--- src/hdl/bvma_pkg.sv ---
`timescale 1ns / 1ps

package bvma_pkg;

  // Window and converter geometry
  localparam int WINDOW_DEPTH = 8;
  localparam int SAMPLE_BITS  = 12;

  // Field widths
  localparam int VALUE_W   = 16;
  localparam int CFG_IDX_W = 4;

  // Derived widths
  localparam int POS_W   = (WINDOW_DEPTH > 1) ? $clog2(WINDOW_DEPTH) : 1;
  localparam int COUNT_W = $clog2(WINDOW_DEPTH + 1);
  localparam int SUM_W   = VALUE_W + $clog2(WINDOW_DEPTH);
  localparam int PROD_W  = SAMPLE_BITS + VALUE_W;
  localparam int DIV_W   = (PROD_W > SUM_W) ? PROD_W : SUM_W;
  localparam int STEP_W  = $clog2(DIV_W + 1);

  // Register reset values
  localparam logic [VALUE_W-1:0] FULL_SCALE_RESET = VALUE_W'(4200);
  localparam logic [VALUE_W-1:0] TOP_CODE_RESET   = VALUE_W'(4095);

  // Register indexes
  localparam logic [CFG_IDX_W-1:0] REG_FULL_SCALE = CFG_IDX_W'(0);
  localparam logic [CFG_IDX_W-1:0] REG_TOP_CODE   = CFG_IDX_W'(1);

  // Controller to datapath commands
  typedef struct packed {
    logic load_sample;
    logic load_product;
    logic start_scale;
    logic start_mean;
    logic update;
    logic load_out;
  } cmd_t;

  // Datapath to controller status
  typedef struct packed {
    logic div_done;
    logic out_free;
  } sts_t;

endpackage

--- src/hdl/bvma_divider.sv ---
`timescale 1ns / 1ps

module bvma_divider
  import bvma_pkg::*;
(
  input  logic               clk_i,
  input  logic               rst_ni,
  input  logic               start_i,
  input  logic [STEP_W-1:0]  steps_i,
  input  logic [DIV_W-1:0]   dividend_i,
  input  logic [VALUE_W-1:0] divisor_i,
  output logic               done_o,
  output logic [DIV_W-1:0]   quotient_o
);

  logic               busy_q, busy_d;
  logic               done_q, done_d;
  logic [STEP_W-1:0]  count_q, count_d;
  logic [DIV_W-1:0]   dvd_q, dvd_d;
  logic [VALUE_W-1:0] dvs_q, dvs_d;
  logic [VALUE_W-1:0] rem_q, rem_d;
  logic [VALUE_W:0]   rem_shift;
  logic [VALUE_W:0]   rem_diff;
  logic               fits;

  // One restoring step: bring down the next dividend bit and try the subtract
  assign rem_shift = {rem_q, dvd_q[DIV_W-1]};
  assign rem_diff  = rem_shift - {1'b0, dvs_q};
  assign fits      = (rem_shift >= {1'b0, dvs_q});

  always_comb begin
    busy_d  = busy_q;
    done_d  = 1'b0;
    count_d = count_q;
    dvd_d   = dvd_q;
    dvs_d   = dvs_q;
    rem_d   = rem_q;
    if (start_i) begin
      busy_d  = 1'b1;
      count_d = steps_i;
      dvd_d   = dividend_i;
      dvs_d   = divisor_i;
      rem_d   = '0;
    end else if (busy_q) begin
      // Quotient bits shift in behind the consumed dividend bits
      dvd_d   = {dvd_q[DIV_W-2:0], fits};
      rem_d   = fits ? rem_diff[VALUE_W-1:0] : rem_shift[VALUE_W-1:0];
      count_d = count_q - STEP_W'(1);
      if (count_q == STEP_W'(1)) begin
        busy_d = 1'b0;
        done_d = 1'b1;
      end
    end
  end

  always_ff @(posedge clk_i or negedge rst_ni) begin
    if (!rst_ni) begin
      busy_q  <= 1'b0;
      done_q  <= 1'b0;
      count_q <= '0;
    end else begin
      busy_q  <= busy_d;
      done_q  <= done_d;
      count_q <= count_d;
    end
  end

  always_ff @(posedge clk_i) begin
    dvd_q <= dvd_d;
    dvs_q <= dvs_d;
    rem_q <= rem_d;
  end

  assign done_o     = done_q;
  assign quotient_o = dvd_q;

endmodule

--- src/hdl/bvma_datapath.sv ---
`timescale 1ns / 1ps

module bvma_datapath
  import bvma_pkg::*;
(
  input  logic                   clk_i,
  input  logic                   rst_ni,
  input  cmd_t                   cmd_i,
  output sts_t                   sts_o,
  input  logic [SAMPLE_BITS-1:0] raw_sample_i,
  input  logic                   cfg_valid_i,
  input  logic [CFG_IDX_W-1:0]   cfg_index_i,
  input  logic [VALUE_W-1:0]     cfg_data_i,
  output logic                   out_valid_o,
  input  logic                   out_stall_i,
  output logic [VALUE_W-1:0]     average_voltage_o
);

  logic [VALUE_W-1:0]     full_scale_q;
  logic [VALUE_W-1:0]     top_code_q;
  logic [SAMPLE_BITS-1:0] sample_q;
  logic [PROD_W-1:0]      prod_q;
  logic [VALUE_W-1:0]     ring_q [WINDOW_DEPTH];
  logic [POS_W-1:0]       pos_q;
  logic [COUNT_W-1:0]     count_q;
  logic [SUM_W-1:0]       sum_q;
  logic                   out_valid_q;
  logic [VALUE_W-1:0]     out_q;

  logic               div_start;
  logic [STEP_W-1:0]  div_steps;
  logic [DIV_W-1:0]   div_dividend;
  logic [VALUE_W-1:0] div_divisor;
  logic               div_done;
  logic [DIV_W-1:0]   div_quotient;
  logic [VALUE_W-1:0] scaled;
  logic [SUM_W-1:0]   sum_next;

  // Configuration registers; unknown indexes are dropped
  always_ff @(posedge clk_i or negedge rst_ni) begin
    if (!rst_ni) begin
      full_scale_q <= FULL_SCALE_RESET;
      top_code_q   <= TOP_CODE_RESET;
    end else if (cfg_valid_i) begin
      case (cfg_index_i)
        REG_FULL_SCALE: full_scale_q <= cfg_data_i;
        REG_TOP_CODE:   top_code_q   <= cfg_data_i;
        default: ;
      endcase
    end
  end

  // Capture the sample, then form the scaling product
  always_ff @(posedge clk_i) begin
    if (cmd_i.load_sample) begin
      sample_q <= raw_sample_i;
    end
    if (cmd_i.load_product) begin
      prod_q <= PROD_W'(sample_q) * PROD_W'(full_scale_q);
    end
  end

  // Shared serial divider: scaling first, then the mean
  assign div_start = cmd_i.start_scale | cmd_i.start_mean;

  always_comb begin
    if (cmd_i.start_mean) begin
      div_steps    = STEP_W'(SUM_W);
      div_dividend = DIV_W'(sum_q) << (DIV_W - SUM_W);
      div_divisor  = VALUE_W'(count_q);
    end else begin
      div_steps    = STEP_W'(PROD_W);
      div_dividend = DIV_W'(prod_q) << (DIV_W - PROD_W);
      div_divisor  = top_code_q;
    end
  end

  bvma_divider u_divider (
    .clk_i      (clk_i),
    .rst_ni     (rst_ni),
    .start_i    (div_start),
    .steps_i    (div_steps),
    .dividend_i (div_dividend),
    .divisor_i  (div_divisor),
    .done_o     (div_done),
    .quotient_o (div_quotient)
  );

  // A zero top code saturates the scaled value
  assign scaled   = (top_code_q == '0) ? '1 : div_quotient[VALUE_W-1:0];
  assign sum_next = sum_q - SUM_W'(ring_q[pos_q]) + SUM_W'(scaled);

  // Window state: replace the oldest entry and keep the running sum
  always_ff @(posedge clk_i or negedge rst_ni) begin
    if (!rst_ni) begin
      for (int i = 0; i < WINDOW_DEPTH; i++) begin
        ring_q[i] <= '0;
      end
      pos_q   <= '0;
      count_q <= '0;
      sum_q   <= '0;
    end else if (cmd_i.update) begin
      ring_q[pos_q] <= scaled;
      sum_q         <= sum_next;
      if (pos_q == POS_W'(WINDOW_DEPTH - 1)) begin
        pos_q <= '0;
      end else begin
        pos_q <= pos_q + POS_W'(1);
      end
      if (count_q != COUNT_W'(WINDOW_DEPTH)) begin
        count_q <= count_q + COUNT_W'(1);
      end
    end
  end

  // Output register: hold the result until the transaction completes
  always_ff @(posedge clk_i or negedge rst_ni) begin
    if (!rst_ni) begin
      out_valid_q <= 1'b0;
    end else if (cmd_i.load_out) begin
      out_valid_q <= 1'b1;
    end else if (!out_stall_i) begin
      out_valid_q <= 1'b0;
    end
  end

  always_ff @(posedge clk_i) begin
    if (cmd_i.load_out) begin
      out_q <= div_quotient[VALUE_W-1:0];
    end
  end

  assign sts_o.div_done  = div_done;
  assign sts_o.out_free  = !out_valid_q || !out_stall_i;
  assign out_valid_o       = out_valid_q;
  assign average_voltage_o = out_q;

endmodule

--- src/hdl/bvma_ctrl.sv ---
`timescale 1ns / 1ps

module bvma_ctrl
  import bvma_pkg::*;
(
  input  logic clk_i,
  input  logic rst_ni,
  input  logic in_valid_i,
  output logic in_stall_o,
  input  sts_t sts_i,
  output cmd_t cmd_o
);

  typedef enum logic [3:0] {
    S_IDLE,
    S_MUL,
    S_SCALE_GO,
    S_SCALE_WAIT,
    S_UPDATE,
    S_MEAN_GO,
    S_MEAN_WAIT,
    S_OUT
  } state_e;

  state_e state_q;
  logic   in_take;

  assign in_take    = in_valid_i && (state_q == S_IDLE);
  assign in_stall_o = (state_q != S_IDLE);

  // Sequence one item through scaling, window update and mean
  always_ff @(posedge clk_i or negedge rst_ni) begin
    if (!rst_ni) begin
      state_q <= S_IDLE;
      cmd_o   <= '0;
    end else begin
      cmd_o <= '0;
      case (state_q)
        S_IDLE: begin
          if (in_take) begin
            state_q           <= S_MUL;
            cmd_o.load_product <= 1'b1;
          end
        end
        S_MUL: begin
          state_q           <= S_SCALE_GO;
          cmd_o.start_scale <= 1'b1;
        end
        S_SCALE_GO: begin
          state_q <= S_SCALE_WAIT;
        end
        S_SCALE_WAIT: begin
          if (sts_i.div_done) begin
            state_q      <= S_UPDATE;
            cmd_o.update <= 1'b1;
          end
        end
        S_UPDATE: begin
          state_q          <= S_MEAN_GO;
          cmd_o.start_mean <= 1'b1;
        end
        S_MEAN_GO: begin
          state_q <= S_MEAN_WAIT;
        end
        S_MEAN_WAIT: begin
          if (sts_i.div_done) begin
            state_q <= S_OUT;
          end
        end
        S_OUT: begin
          if (sts_i.out_free) begin
            state_q        <= S_IDLE;
            cmd_o.load_out <= 1'b1;
          end
        end
        default: begin
          state_q <= S_IDLE;
        end
      endcase
      // The sample is captured in the cycle of the transaction itself
    end
  end

endmodule

--- src/hdl/battery_voltage_moving_average.sv ---
`timescale 1ns / 1ps
// An input transaction is worked through by the shared bit-serial divider, which runs
// PROD_W steps for scaling and SUM_W steps for the mean; the block takes no new item
// until the result of the last one has been loaded into the output register.
// A new item is taken while the previous result still waits in the output register.
// Reset (asynchronous, active low) clears the window, running sum, fill count and
// returns the configuration registers to their reset values.

module battery_voltage_moving_average
  import bvma_pkg::*;
(
  input  logic                   clk_i,
  input  logic                   rst_ni,
  input  logic                   in_valid_i,
  output logic                   in_stall_o,
  input  logic [SAMPLE_BITS-1:0] raw_sample_i,
  output logic                   out_valid_o,
  input  logic                   out_stall_i,
  output logic [VALUE_W-1:0]     average_voltage_o,
  input  logic                   cfg_valid_i,
  output logic                   cfg_ready_o,
  input  logic [CFG_IDX_W-1:0]   cfg_index_i,
  input  logic [VALUE_W-1:0]     cfg_data_i
);

  cmd_t ctrl_cmd;
  cmd_t dp_cmd;
  sts_t dp_sts;

  bvma_ctrl u_ctrl (
    .clk_i      (clk_i),
    .rst_ni     (rst_ni),
    .in_valid_i (in_valid_i),
    .in_stall_o (in_stall_o),
    .sts_i      (dp_sts),
    .cmd_o      (ctrl_cmd)
  );

  // Capture the sample on the input transaction; the rest comes registered
  always_comb begin
    dp_cmd             = ctrl_cmd;
    dp_cmd.load_sample = in_valid_i && !in_stall_o;
  end

  bvma_datapath u_datapath (
    .clk_i             (clk_i),
    .rst_ni            (rst_ni),
    .cmd_i             (dp_cmd),
    .sts_o             (dp_sts),
    .raw_sample_i      (raw_sample_i),
    .cfg_valid_i       (cfg_valid_i),
    .cfg_index_i       (cfg_index_i),
    .cfg_data_i        (cfg_data_i),
    .out_valid_o       (out_valid_o),
    .out_stall_i       (out_stall_i),
    .average_voltage_o (average_voltage_o)
  );

  // Registers are always writable
  assign cfg_ready_o = 1'b1;

endmodule

--- config.mk ---
export PLATFORM = sky130hd
export DESIGN_NAME = battery_voltage_moving_average
export DESIGN_NICKNAME = d
export VERILOG_FILES = /design/src/hdl/bvma_pkg.sv /design/src/hdl/bvma_divider.sv /design/src/hdl/bvma_datapath.sv /design/src/hdl/bvma_ctrl.sv /design/src/hdl/battery_voltage_moving_average.sv
export SDC_FILE = /design/constraint.sdc
export NUM_CORES = 1
export LEC_CHECK = 0
export BUFFER_PORTS_ARGS = -buffer_cell sky130_fd_sc_hd__buf_2
export CORE_MARGIN = 10
export CORE_UTILIZATION = 57
export CTS_CLUSTER_SIZE = 8
export DETAILED_ROUTE_END_ITERATION = 8
export GPL_TIMING_DRIVEN = 0
export PLACE_DENSITY = 0.81
export RECOVER_POWER = 100
export SETUP_SLACK_MARGIN = 0.1
export SYNTH_ARGS = -nofsm -noshare
export SYNTH_HDL_FRONTEND = slang
export SYNTH_SLANG_ARGS = --single-unit
--- constraint.sdc ---
create_clock -name clk_i -period 6.7 [get_ports clk_i]
set_input_delay 0.67 -clock clk_i [delete_from_list [all_inputs] [get_ports clk_i]]
set_output_delay 0.67 -clock clk_i [all_outputs]
set_load 0.01 [all_outputs]
==> Word level (Yosys, flattened, before mapping) <==
Cells that the tools add are included.
{ "word_totals": {"memories": 0, "word_cells": 111, "regBits": 319, "mem_bits_rw": 0, "rom_bits": 0, "latch_bits": 0, "output_inout_bits": 19} }
{ "classes": {"addsub": 6, "bitwise": 2, "n_mux": 37, "shifts": 0, "eq_ne": 16, "n_mul": 1, "reduce_logical": 16, "magnitude_cmp": 3, "div": 0} }
{ "ops": {"columns": ["op", "n"], "rows": [
  ["bitwise mux 128 bit", 1],
  ["2-to-1 mux 28 bit", 3],
  ["2-to-1 mux 16 bit", 5],
  ["binary-select mux 16 bit (select 3 bit)", 1],
  ["demux 16 bit (select 3 bit)", 1],
  ["one-hot mux 4 bit (8 select lines)", 1],
  ["multiplier 12 x 16 -> 28 bit", 1],
  ["2-to-1 mux 4 bit", 6],
  ["adder 19 x 16 -> 19 bit", 1],
  ["subtractor 19 x 16 -> 19 bit", 1],
  [">= comparator 17 x 16 -> 1 bit", 1],
  ["== test 4 x 3 -> 1 bit, second input constant", 4],
  ["zero test 16 bit", 1],
  ["2-to-1 mux 1 bit", 16],
  ["subtractor 16 bit", 1],
  ["2-to-1 mux 5 bit", 2],
  ["== test 4 x 1 -> 1 bit, second input constant", 2],
  ["== test 4 x 2 -> 1 bit, second input constant", 2],
  ["zero test 4 bit", 2],
  ["!= test 2 x 1 -> 1 bit, second input constant", 4],
  ["AND reduction 2 bit", 3],
  ["== test 5 x 1 -> 1 bit, second input constant", 1],
  ["subtractor 5 x 1 -> 5 bit, second input constant", 1],
  ["adder 4 x 1 -> 4 bit, second input constant", 1],
  ["15 further kinds", 19]
]} }

==> Logic depth before layout (Yosys ltp) <==
{ "depth": {"word_depth": 6, "ltp_mapped": 20} }

==> Cells and area by module <==
From an unflattened synthesis, not the netlist that was laid out.
{ "hier_totals": {"cells_unflattened": 2139, "hier_area_um2": 21758.4} }
{ "modules_own_cells": {"columns": ["mod", "area_per_inst_um2", "n_inst", "seq_area_each_um2", "cells_each"], "rows": [
  ["bvma_datapath", 17660.7, 1, 6381.1, 1783],
  ["bvma_divider", 3639.7, 1, 1816.7, 317],
  ["bvma_ctrl", 432.9, 1, 200.2, 36],
  ["battery_voltage_moving_average", 25.0, 1, 0.0, 3]
]} }

==> Worst setup path before layout <==
OpenSTA, ideal clock, no wires.
{ "synth_path": {"path_kind": "reg2reg", "start": "reg u_datapath.full_scale_q[6]", "end": "reg u_datapath.prod_q[24] (data pin)", "slack_ps": 1310, "synth_period_minus_slack_ps": 5390, "path_stages_with_launch": 18, "setup_ps": 259, "arrival_ps": 5131, "n_path_buf": 1, "path_cell_list": "dfstp_2 clkbuf_1 nand2_1 fa_1 inv_1 fa_1 fa_1 fa_1 inv_1 fa_1 inv_1 ha_1 or3_1 o31a_1 o32ai_4 o221ai_1 a21oi_1 xnor2_1"} }
{ "synth_between": {"elab_chain_cells": 1} }
{ "synth_lines": {"columns": ["element", "line_no", "text"], "rows": [
  ["start: declaration", "bvma_datapath.sv:19", "logic [VALUE_W-1:0] full_scale_q;"],
  ["start signal: assignment", "bvma_datapath.sv:46", "REG_FULL_SCALE: full_scale_q <= cfg_data_i;"],
  ["multiplier 12 x 16 -> 28 bit", "bvma_datapath.sv:59", "prod_q <= PROD_W'(sample_q) * PROD_W'(full_scale_q);"],
  ["end signal: assignment", "bvma_datapath.sv:59", null],
  ["end: declaration", "bvma_datapath.sv:22", "logic [PROD_W-1:0] prod_q;"]
]} }
No other way between the ends.
A chain may end at the register's enable or synchronous reset.

==> Worst setup path after layout <==
{ "layout_path": {"start": "reg u_datapath.full_scale_q[6]", "end": "reg u_datapath.prod_q[26] (data pin)"} }
Same word-level chain as after synthesis.

==> results.py <==
metrics = {
    "yosys": {
        "synthTopCellsByArea": "sky130_fd_sc_hd__dfrtp_1, sky130_fd_sc_hd__fa_1, sky130_fd_sc_hd__edfxtp_1",
        "synth.largest_area_cell": "sky130_fd_sc_hd__dfrtp_1",
        "synth_edf_count": 100,
        "synth_fp_nets": 2387,
        "post_synth_inst_count": 2082,
        "avgSynthCellArea_sq_um": 10.1,
        "synth.cells.most_frequent": "sky130_fd_sc_hd__nand2_1, sky130_fd_sc_hd__inv_1, sky130_fd_sc_hd__dfrtp_1",
        "yosysWarnings": 0,
        "ys_dominant_reg_cell": "sky130_fd_sc_hd__dfrtp_1",
        "fraction_of_synthesis_flops_using_an_asynchronous_set_or_reset_pin_pct": 63.5,
        "ys_types": 65,
        "post-synth-top-area-fraction_pct": 22.1,
        "netlist_area_sq_mm": 0.0211,
        "synth.most_common_cell": "sky130_fd_sc_hd__nand2_1",
        "yosysSeqAreaShare_pct": 39.8,
        "postSynthRegisterBits": 318,
    },
    "global_routing": {
        "grt-ovfl-total": 0,
        "grt_util_all_layers_pct": 23.8,
        "number_of_antenna_violations_at_the_first_check_in_global_routing": 1,
        "wire_length_of_the_first_global_routing_pass_mm": 86.0,
        "pin_count_of_the_biggest_net_entering_global_routing": 114,
        "vias_in_the_first_global_route": 16312,
    },
    "sta": {
        "clock_skew_ns": 0.0534,
        "timing.final.crit_period_ns": 6.01,
        "timing_hold_violations_final": 0,
        "finalSetupViolCount": 0,
        "setup_repair_after_global_routing_missed_its_margin": "no",
        "worst-slew-pin-transition_ns": 4.69,
        "fin_tns_setup_ns": 0,
        "fmax_ghz": 0.166,
        "final_min_period_over_clock_period_pct": 89.8,
        "maxSlewViolCount": 213,
        "max_slew_margin_pct": -213,
        "fin_worst_hold_slack_ns": 0.265,
    },
    "floorplan": {
        "core_box_area_sq_mm": 0.0365,
        "floorplan.io_pins": 56,
        "area_enclosed_by_the_die_boundary_sq_mm": 0.0451,
        "floorplan.die.height_um": 212,
        "die_w_um": 212,
        "floorplan.rows": 70,
        "floorplan.initialDensity_pct": 57.7,
    },
    "critical_path": {
        "required_ns": 7.00,
        "crit-reg2reg-launch": "u_datapath.full_scale_q[6]",
        "crit_start": "u_datapath.full_scale_q[6]",
        "worstPathArrival_ns": 6.31,
        "crit_type": "flop to flop",
        "crit_path_start_kind": "flop",
        "critPathCaptureType": "flop",
        "critPathMaxFanout": 10,
    },
    "pwr": {
        "power.ir.vdd_worst_mv": 0.449,
        "clkPwrFrac_pct": 18.8,
        "total_switching_power_uw": 4890,
        "switching_share_pct": 42.8,
        "power_frac_comb_pct": 58.1,
        "power.density_mw_per_mm2": 492,
        "share_of_total_power_in_sequential_cells_pct": 23.0,
        "internal-power_uw": 6540,
        "power.static_leakage_uw": 0.0105,
    },
    "worst_hold_path": {
        "hold_start": "raw_sample_i[11]",
        "holdCritPathClass": "primary input to flop",
    },
    "placed_design": {
        "place.gp.congestion": 0.930,
        "place_hpwl_mm": 39.2,
        "place.port_buffers": 54,
        "place_area_sq_mm": 0.0220,
    },
    "clock_network": {
        "clock_latency_ns": 0.59,
        "cts_num_sinks": 318,
        "clock-root-buffer": "sky130_fd_sc_hd__clkbuf_16",
        "cts_resized": 0,
        "cts.reportedPaths.clkPinSlew_ns": 0.05,
        "cts_post_setup_buffers_inserted": 0,
        "cts_h_tree_depth": 2,
        "cts_inserted_buffers": 46,
        "clk_path_buf_depth": 3,
        "cts_tree": "built",
        "cts-hold-fix-buffers": 0,
    },
    "detailed_routing": {
        "drt-wirelength-per-cell_um": 19.6,
        "via_count": 15765,
        "route.detailed.vias_per_inst": 5.89,
        "post-route-drc-count": 0,
        "ant_nets": 0,
        "postRouteWirelength_mm": 52.5,
        "dr.pass1.iters": 5,
        "dr.first_iter.drc_count": 1312,
    },
    "finish": {
        "diodes": 0,
        "area_of_all_placed_cells_without_fillers_sq_mm": 0.0232,
        "num-nets-final": 2491,
        "register_area_sq_mm": 0.00840,
        "multi_input_area_sq_mm": 0.0114,
        "layout-drive-gt1-share_pct": 6.38,
        "area.growth.synth_to_final_pct": 10.2,
        "final.fill_count": 2838,
    },
    "outcome": {
        "violations": "capacitance limit, slew limit",
        "run_status": "finished, violations left",
    },
    "job": {
        "drv.max_cap_violation_count": 3,
    },
}
==> logic make-up after synthesis <==
kind of cell / synth area share, %
buffers and inverters: 6.17
and+or+nand+nor: 12.2
adders and majority gates: 21.5
AOI/OAI and AO/OA: 11.1
other: 0.0178
muxes: 6.93
xor gates and xnor gates: 2.24
DFF: 39.8
==> power groups by stage <==
| stage | combinational [uW] | clock, uW | sequential, uW |
|---|---|---|---|
| 6_report | 6650 | 2160 | 2630 |
| 5_1_grt | 7520 | 2260 | 2640 |
| 3_5_place_dp | 6590 | 0 | 2660 |
| 4_1_cts | 6690 | 2190 | 2630 |
| 3_3_place_gp | 6350 | 0 | 2650 |
| 2_1_floorplan | 5220 | 0 | 2580 |
==> metrics by stage <==
step	total power (uW)	std cells	utilization [%]	worst slack, ns
after floorplan	7800	2082	-	1.31
after global placement	9000	2604	60.1	0.818
after detailed placement	9250	2606	60.2	0.775
after CTS	11500	2677	63.8	0.735
after global routing	12400	2677	63.6	0.308
final	11400	2677	63.6	0.685
==> path summary, 6_finish.rpt <==
check                      cells past startpoint  slack [ns]                      end
max                                           17        0.69    u_datapath.prod_q[26]
min                                            1        0.27  u_datapath.sample_q[11]
max reg2reg                                   17        0.69    u_datapath.prod_q[26]
min reg2reg                                    2        0.47    u_datapath.ring_q[72]
max in group asynchronous                      2        1.29      u_datapath.sum_q[2]
min in group asynchronous                      1        1.76   u_datapath.ring_q[105]
==> critical path, cell delays in order (launching register included) <==
cell	delay, ns
sky130_fd_sc_hd__dfstp_2	0.56
sky130_fd_sc_hd__clkbuf_1	0.44
sky130_fd_sc_hd__nand2_1	0.17
sky130_fd_sc_hd__fa_1	0.56
sky130_fd_sc_hd__inv_1	0.05
sky130_fd_sc_hd__fa_1	0.54
sky130_fd_sc_hd__fa_1	0.45
sky130_fd_sc_hd__fa_1	0.55
sky130_fd_sc_hd__inv_1	0.05
sky130_fd_sc_hd__fa_1	0.52
sky130_fd_sc_hd__inv_1	0.04
sky130_fd_sc_hd__ha_1	0.23
sky130_fd_sc_hd__or3_1	0.38
sky130_fd_sc_hd__o31a_1	0.32
sky130_fd_sc_hd__o32ai_4	0.37
sky130_fd_sc_hd__o21ai_0	0.18
sky130_fd_sc_hd__a31oi_1	0.24
sky130_fd_sc_hd__xnor2_1	0.09
==> cells in the final DEF, fill, tap and decap left out, types with 37 or more instances in the layout <==
cell / netlist / layout
sky130_fd_sc_hd__a21oi_1: 126 / 126
sky130_fd_sc_hd__and2_1: 76 / 70
sky130_fd_sc_hd__buf_2: 5 / 37
sky130_fd_sc_hd__clkbuf_1: 94 / 138
sky130_fd_sc_hd__clkbuf_16: 0 / 46
sky130_fd_sc_hd__dfrtp_1: 186 / 186
sky130_fd_sc_hd__edfxtp_1: 100 / 100
sky130_fd_sc_hd__fa_1: 157 / 157
sky130_fd_sc_hd__ha_1: 111 / 111
sky130_fd_sc_hd__inv_1: 221 / 222
sky130_fd_sc_hd__mux2_1: 66 / 66
sky130_fd_sc_hd__mux2i_1: 56 / 56
sky130_fd_sc_hd__nand2_1: 251 / 251
sky130_fd_sc_hd__nor2_1: 143 / 142
sky130_fd_sc_hd__o21ai_0: 22 / 125
==> routing by layer <==
| layer | vias to the layer above | track usage (%) | wire (um) | part of all wire [%] |
|---|---|---|---|---|
| met5 | - | 0 | 11 | 0.021 |
| met3 | 116 | 3.55 | 3630 | 6.9 |
| li1 | 7141 | - | - | - |
| met4 | 2 | 8.12 | 1570 | 3.0 |
| met2 | 622 | 41.2 | 26300 | 50 |
| met1 | 7884 | 29.9 | 20900 | 40 |
==> state kept, by name, indices dropped and copies added (netlist names) <==
name	flops
u_datapath.sample_q	12
u_datapath.average_voltage_o	16
u_datapath.top_code_q	16
u_datapath.count_q	4
u_datapath.ring_q	128
u_ctrl.state_q	3
u_datapath.u_divider.rem_q	16
u_datapath.u_divider.count_q	5
u_datapath.full_scale_q	16
u_datapath.sum_q	19
u_datapath.u_divider.busy_q	1
u_datapath.prod_q	28
u_datapath.pos_q	3
u_datapath.out_valid_o	1
u_ctrl.cmd_o	5
u_datapath.u_divider.dvs_q	16
u_datapath.u_divider.quotient_o	28
u_datapath.u_divider.done_o	1
==> area by class of cell <==
| class | count | share of cell area (%) |
|---|---|---|
| Clock inverter | 4 | 0.323 |
| Inverter | 241 | 3.89 |
| Multi-Input combinational cell | 1420 | 49.0 |
| Buffer | 103 | 1.69 |
| Sequential cell | 318 | 36.1 |
| Clock buffer | 67 | 5.38 |
| Timing Repair Buffer | 56 | 1.11 |
| Tap cell | 468 | 2.52 |
Note: power is estimated with default switching activity, not from simulation.
